### config.mk
export PLATFORM = sky130hd
export DESIGN_NAME = plai_ctrl
export DESIGN_NICKNAME = d
export VERILOG_FILES = /design/src/hdl/polyline_arc_length_interpolator_top_assert.svh /design/src/hdl/plai_pkg.sv /design/src/hdl/plai_ctrl.sv
export SDC_FILE = /design/constraint.sdc
export NUM_CORES = 1
export LEC_CHECK = 0
export BUFFER_PORTS_ARGS = -buffer_cell sky130_fd_sc_hd__buf_2
export CORE_MARGIN = 10
export CORE_UTILIZATION = 39
export CTS_CLUSTER_SIZE = 24
export DETAILED_ROUTE_END_ITERATION = 10
export SLEW_MARGIN = 20
export SYNTH_ARGS = -nofsm -noshare
export SYNTH_HDL_FRONTEND = slang
export SYNTH_SLANG_ARGS = --single-unit
### constraint.sdc
create_clock -name clk -period 1.6 [get_ports clk]
set_input_delay 0 -clock clk [delete_from_list [all_inputs] [get_ports clk]]
set_output_delay 0 -clock clk [all_outputs]
set_load 0.005 [all_outputs]
### src/hdl/polyline_arc_length_interpolator_top_assert.svh
// assertion macros shared by the interpolator rtl
`ifndef POLYLINE_ARC_LENGTH_INTERPOLATOR_TOP_ASSERT_SVH
`define POLYLINE_ARC_LENGTH_INTERPOLATOR_TOP_ASSERT_SVH

// condition holds on every clock edge out of reset
`define PLAI_ASSERT_ALWAYS(lbl, cond, msg) \
	lbl: assert property (@(posedge clk) disable iff (!arst_n) (cond)) else $error(msg);

// consequence holds in the same cycle as the trigger
`define PLAI_ASSERT_SAME(lbl, trig, cons, msg) \
	lbl: assert property (@(posedge clk) disable iff (!arst_n) (trig) |-> (cons)) \
		else $error(msg);

// consequence holds in the cycle after the trigger
`define PLAI_ASSERT_NEXT(lbl, trig, cons, msg) \
	lbl: assert property (@(posedge clk) disable iff (!arst_n) (trig) |=> (cons)) \
		else $error(msg);

`endif

### src/hdl/plai_pkg.sv
package plai_pkg;

	localparam int MAX_POINTS = 256;
	localparam int COORD_BITS = 32;
	localparam int ADDR_BITS  = $clog2(MAX_POINTS);
	localparam int CNT_BITS   = ADDR_BITS + 1;
	localparam int DIFF_BITS  = COORD_BITS + 1;
	localparam int PROD_BITS  = 2 * DIFF_BITS;
	localparam int ROOT_BITS  = PROD_BITS / 2;
	localparam int REM_BITS   = ROOT_BITS + 3;
	localparam int MAG_BITS   = COORD_BITS + 3;
	localparam int SUM_BITS   = COORD_BITS + 4;
	localparam int STEP_BITS  = $clog2(PROD_BITS);
	localparam int ENTRY_BITS = 4 * COORD_BITS;

	typedef enum logic [1:0] {
		OP_CLEAR = 2'd0,
		OP_ADD   = 2'd1,
		OP_QUERY = 2'd2,
		OP_NOP   = 2'd3
	} item_op_t;

	typedef enum logic [1:0] {
		ST_OK   = 2'd0,
		ST_FEW  = 2'd1,
		ST_FULL = 2'd2,
		ST_ZSEG = 2'd3
	} status_t;

	typedef enum logic [4:0] {
		DC_NONE, DC_CAPTURE, DC_CLEAR, DC_RD_PREV, DC_LATCH_P1,
		DC_MUL_START, DC_MUL_STEP, DC_SQRT_START, DC_SQRT_STEP, DC_STORE,
		DC_SCAN_START, DC_SCAN_RD, DC_SCAN_CHK, DC_RD_A, DC_RD_B,
		DC_LATCH_P2, DC_DIV_START, DC_DIV_STEP, DC_FINISH, DC_RESULT
	} dp_op_t;

	typedef enum logic [4:0] {
		S_IDLE, S_DISPATCH, S_RD_PREV, S_LATCH_PREV, S_MUL_START, S_MUL,
		S_SQRT_START, S_SQRT, S_STORE, S_SCAN_START, S_SCAN_RD, S_SCAN_CHK,
		S_RD_A, S_RD_B, S_LATCH_B, S_DIV_START, S_DIV, S_FINISH, S_RESULT
	} state_t;

	typedef struct packed {
		logic signed [COORD_BITS-1:0] x;
		logic signed [COORD_BITS-1:0] y;
		logic signed [COORD_BITS-1:0] z;
		logic signed [COORD_BITS-1:0] l;
	} entry_t;

	typedef struct packed {
		dp_op_t     op;
		logic [1:0] coord;
	} ctrl_t;

	typedef struct packed {
		item_op_t op;
		logic     full;
		logic     few;
		logic     use_given;
		logic     last;
		logic     scan_done;
		logic     dl_zero;
	} stat_t;

endpackage

### src/hdl/plai_ctrl.sv
module plai_ctrl (
	input  logic            clk,
	input  logic            arst_n,
	input  logic            in_valid,
	output logic            in_stall,
	output logic            out_valid,
	input  logic            out_stall,
	output plai_pkg::ctrl_t cmd,
	input  plai_pkg::stat_t sts
);
	import plai_pkg::*;

	state_t     state_q, state_d;
	logic [1:0] coord_q;
	logic       out_valid_q;
	logic       out_free;

	assign out_free  = !out_valid_q || !out_stall;
	assign in_stall  = (state_q != S_IDLE);
	assign out_valid = out_valid_q;

	always_comb begin
		state_d = state_q;
		unique case (state_q)
			S_IDLE:       if (in_valid) state_d = S_DISPATCH;
			S_DISPATCH: begin
				unique case (sts.op) inside
					OP_ADD: begin
						if (sts.full)           state_d = S_RESULT;
						else if (sts.use_given) state_d = S_STORE;
						else                    state_d = S_RD_PREV;
					end
					OP_QUERY:       state_d = sts.few ? S_RESULT : S_SCAN_START;
					OP_CLEAR, OP_NOP: state_d = S_RESULT;
					default:        state_d = S_RESULT;
				endcase
			end
			S_RD_PREV:    state_d = S_LATCH_PREV;
			S_LATCH_PREV: state_d = S_MUL_START;
			S_MUL_START:  state_d = S_MUL;
			S_MUL: begin
				if (sts.last) begin
					if (sts.op == OP_ADD) state_d = (coord_q == 2'd2) ? S_SQRT_START : S_MUL_START;
					else                  state_d = S_DIV_START;
				end
			end
			S_SQRT_START: state_d = S_SQRT;
			S_SQRT:       if (sts.last) state_d = S_STORE;
			S_STORE:      state_d = S_RESULT;
			S_SCAN_START: state_d = S_SCAN_RD;
			S_SCAN_RD:    state_d = S_SCAN_CHK;
			S_SCAN_CHK:   state_d = sts.scan_done ? S_RD_A : S_SCAN_RD;
			S_RD_A:       state_d = S_RD_B;
			S_RD_B:       state_d = S_LATCH_B;
			S_LATCH_B:    state_d = sts.dl_zero ? S_RESULT : S_MUL_START;
			S_DIV_START:  state_d = S_DIV;
			S_DIV:        if (sts.last) state_d = S_FINISH;
			S_FINISH:     state_d = (coord_q == 2'd2) ? S_RESULT : S_MUL_START;
			S_RESULT:     if (out_free) state_d = S_IDLE;
			default:      state_d = S_IDLE;
		endcase
	end

	always_comb begin
		cmd.coord = coord_q;
		cmd.op    = DC_NONE;
		unique case (state_q)
			S_IDLE:       cmd.op = in_valid ? DC_CAPTURE : DC_NONE;
			S_DISPATCH:   cmd.op = (sts.op == OP_CLEAR) ? DC_CLEAR : DC_NONE;
			S_RD_PREV:    cmd.op = DC_RD_PREV;
			S_LATCH_PREV: cmd.op = DC_LATCH_P1;
			S_MUL_START:  cmd.op = DC_MUL_START;
			S_MUL:        cmd.op = DC_MUL_STEP;
			S_SQRT_START: cmd.op = DC_SQRT_START;
			S_SQRT:       cmd.op = DC_SQRT_STEP;
			S_STORE:      cmd.op = DC_STORE;
			S_SCAN_START: cmd.op = DC_SCAN_START;
			S_SCAN_RD:    cmd.op = DC_SCAN_RD;
			S_SCAN_CHK:   cmd.op = DC_SCAN_CHK;
			S_RD_A:       cmd.op = DC_RD_A;
			S_RD_B:       cmd.op = DC_RD_B;
			S_LATCH_B:    cmd.op = DC_LATCH_P2;
			S_DIV_START:  cmd.op = DC_DIV_START;
			S_DIV:        cmd.op = DC_DIV_STEP;
			S_FINISH:     cmd.op = DC_FINISH;
			S_RESULT:     cmd.op = out_free ? DC_RESULT : DC_NONE;
			default:      cmd.op = DC_NONE;
		endcase
	end

	always_ff @(posedge clk or negedge arst_n) begin
		if (!arst_n) begin
			state_q     <= S_IDLE;
			coord_q     <= 2'd0;
			out_valid_q <= 1'b0;
		end else begin
			state_q <= state_d;
			if (state_q == S_IDLE) begin
				coord_q <= 2'd0;
			end else if ((state_q == S_MUL && sts.last && sts.op == OP_ADD) ||
			             state_q == S_FINISH) begin
				coord_q <= coord_q + 2'd1;
			end
			if (state_q == S_RESULT && out_free) begin
				out_valid_q <= 1'b1;
			end else if (!out_stall) begin
				out_valid_q <= 1'b0;
			end
		end
	end

endmodule

==> impl_metrics.toml <==
[logic_synthesis]
seq_area_frac_synth_pct = 21.6
synth_warnings = 0
synth_top_flop_cell = "dfrtp_1"
synth-compound-area-share_pct = 27.6
ys_types = 42
synth_fa_ha_area_share_pct = 5.41
avgSynthCellArea_um2 = 7.35
synth-async-reset-ratio_pct = 100
synth-xor-area-share_pct = 2.84
synthCells = 126
synthMuxAreaShare_pct = 1.08
ys_ff_latch = 8
synth-simple-area-share_pct = 32.8
synth_top_family_by_area = "simple AND/OR/NAND/NOR gates"
syn_nets = 142
syn-cell-area_um2 = 926
synth_edf_count = 0

[placed_design]
gp_congestion = 0.887
dp_hpwl_um = 2240
portBuffers = 20

[sta]
finalCritPeriodShare_pct = 102
rsz0062_at_grt = "true"
hold_viol_final = 0
final.setup.tns_ps = -95.1
tightest_slew_ps = 342
fin_crit_ps = 1640
setup_violations = 6
maxSlewViolCount = 0
skew_ps = 8.08
maxSlewHeadroom_pct = 77.2
timing.fmax_ghz = 0.612
layout_setup_ws_ps = -35.0

[layout]
area_growth_pct = 45.3
diodes = 0
multiInputGateArea_um2 = 756
fill_cells = 210
drive_gt1_share_pct = 44.5
seqCellArea_um2 = 204
final_nets = 182
utilization_pct = 60.2

[grt]
track_usage_pct = 12.2
grt_pass1_vias = 1025
antenna_found_initial = 0
grt_pass1_wl_um = 4570
grt_max_degree = 12
grt.overflow.total = 0

[floorplan]
placeableCoreArea_um2 = 2230
die_height_um = 68.7
rows = 17
dieArea_um2 = 4720
die_w_um = 68.7
io_pins = 21
initial_utilization_pct = 41.5

[worst_setup_path]
r2r_cells = 6
worst-endpoint-arrival_ps = 1770
rrSetupSlack_ps = -40
cp.depth = 6
path_cells = "buf_6 > or3_4 > nor4_4 > nor3_2 > nand2_2 > o21ai_1"
cp.required_ps = 1730
slowest_stage = "dfrtp_2"
crit_fanout = 5
timing.rr.end = "state_q[1]$_DFFE_PN0P_"
path_class = "flip-flop to flip-flop"
rr_startpoint = "state_q[1]$_DFFE_PN0P_"
cp_num_buf_inv = 1
slowest_delay_ps = 440
critPathTopFamily = "simple AND/OR/NAND/NOR gates"
endpoint_kind = "flip-flop"
cp-start-kind = "flip-flop"

[hold_path]
whs_path_depth = 3
holdPathEnd = "out_valid$_DFFE_PN0P_"
holdCritPathClass = "primary input to flip-flop"
hold_start = "out_stall"

[clock_tree]
cts.sink_count = 8
cts_tree = "done"
clockBufferDepth = 2
clkLatencyLatePin_ps = 260
clkTransAtPathRegs_ps = 60
cts_root_buf = "clkbuf_4"
cts_buffers = 3
ctsHtreeMaxLevel = 1

[routing]
dr_total_vias = 1089
vias_per_cell = 5.67
wirelength_um = 3130
dr.pass1.iters = 4
drtIter0Drc = 59
antenna_left = 0
routedWlPerCell_um = 16.3
drcViolationCount = 0

[power_and_ir_drop]
vdd.ir_drop.worst_mv = 1.09
power_leakage_nw = 0.598
power_density_nw_per_um2 = 1800
design_power_total_mw = 2.42

[status]
violations = "setup timing"
status = "finished, violations left"

[job]
drv_cap = 0
## worst max path at each step
stage | slack [ps] | start | endpoint
2_1_floorplan | 5 | state_q[0]$_DFFE_PN0P_ | state_q[0]$_DFFE_PN0P_
5_1_grt | -100 | state_q[1]$_DFFE_PN0P_ | state_q[1]$_DFFE_PN0P_
3_3_place_gp | -10 | state_q[0]$_DFFE_PN0P_ | state_q[1]$_DFFE_PN0P_
3_5_place_dp | -40 | state_q[4]$_DFFE_PN0P_ | coord_q[1]$_DFFE_PN0P_
6_report | -40 | state_q[1]$_DFFE_PN0P_ | state_q[1]$_DFFE_PN0P_
4_1_cts | -30 | state_q[3]$_DFFE_PN0P_ | state_q[2]$_DFFE_PN0P_
## what timing repair did
action                                 4_1_cts  5_1_grt
hold buffers                                 1        0
pin swaps                                    1       10
endpoints found under the hold margin        8        0
setup buffers                                1        4
resized for setup                            6       25
setup endpoints to repair                    7       12
## worst min-delay path, stage by stage
cell,delay (ps)
buf_2,70
nand2_1,110
nand2_1,80
## per-layer routing
| metal | vias up | GRT usage (%) | wire (um) | part of all wire (%) |
|---|---|---|---|---|
| li1 | 534 | - | - | - |
| met3 | 6 | 1.77 | 163 | 5.2 |
| met2 | 35 | 21.1 | 1650 | 53 |
| met1 | 514 | 15.0 | 1250 | 40 |
| met5 | - | 0 | 0 | 0 |
| met4 | 0 | 4.43 | 69 | 2.2 |
## registers in the layout (all words and copies together), names as in the netlist
register   count
coord_q        2
state_q        5
out_valid      1
## layout make-up
class                      count  area share [%]
timing repair buffer          44            21.9
sequential                     8            15.2
inverter                       9            2.51
tap                           28            2.60
multi-input combinational    100            56.2
clock buffer                   3            1.67
## per-stage QoR
stage          hold WS [ps]  setup slack (ps)  instances  cell area (um^2)
3_3_place_gp           -148             -10.6        183              1150
3_5_place_dp           -152             -35.9        183              1150
2_1_floorplan          -296              5.09        126               926
4_1_cts                49.1             -30.0        188              1210
5_1_grt                86.6              -100        192              1350
6_report               45.8             -35.0        192              1350
## power breakdown
part           switching [mW]  internal [mW]  leakage, nW
combinational           0.989          0.911        0.484
clock                  0.0679         0.0858       0.0138
sequential             0.0778          0.287       0.0998
total                    1.14           1.28        0.598
## cells by family (layout without fill, tap and decap cells)
kind of cell	count (synthesis)	count (layout)
and+or+nand+nor	54	54
AOI/OAI and AO/OA	38	38
xor gates and xnor gates	3	3
DFF	8	8
muxes	1	1
buffers and inverters	18	56
adders and majority gates	4	4
## synthesized netlist by cell type, drive strengths merged (4+ instances only)
cell type / instances / area [um^2]
o21ai: 13 / 65.1
ha: 4 / 50.1
a31oi: 4 / 25.0
nand2: 9 / 33.8
nor3: 5 / 25.0
nand2b: 8 / 57.6
nor2: 13 / 48.8
inv: 9 / 33.8
dfrtp: 8 / 200
clkbuf: 6 / 22.5
a21oi: 5 / 25.0
a211oi: 6 / 50.1
## layout by cell type, fill, tap and decap left out, drive strengths merged, types with 2 or more instances in the layout
cell    count
buf        43
inv         9
nor4        2
nor3        5
a211oi      6
nand2b      8
or3         2
a31oi       4
dfrtp       8
nand4       3
nor2b       3
nor2       13
xnor2       3
o21ai      13
ha          4
clkbuf      3
a21oi       5
a221oi      2
nand2       9
nand3       2
(Power assumes the default switching activity.)
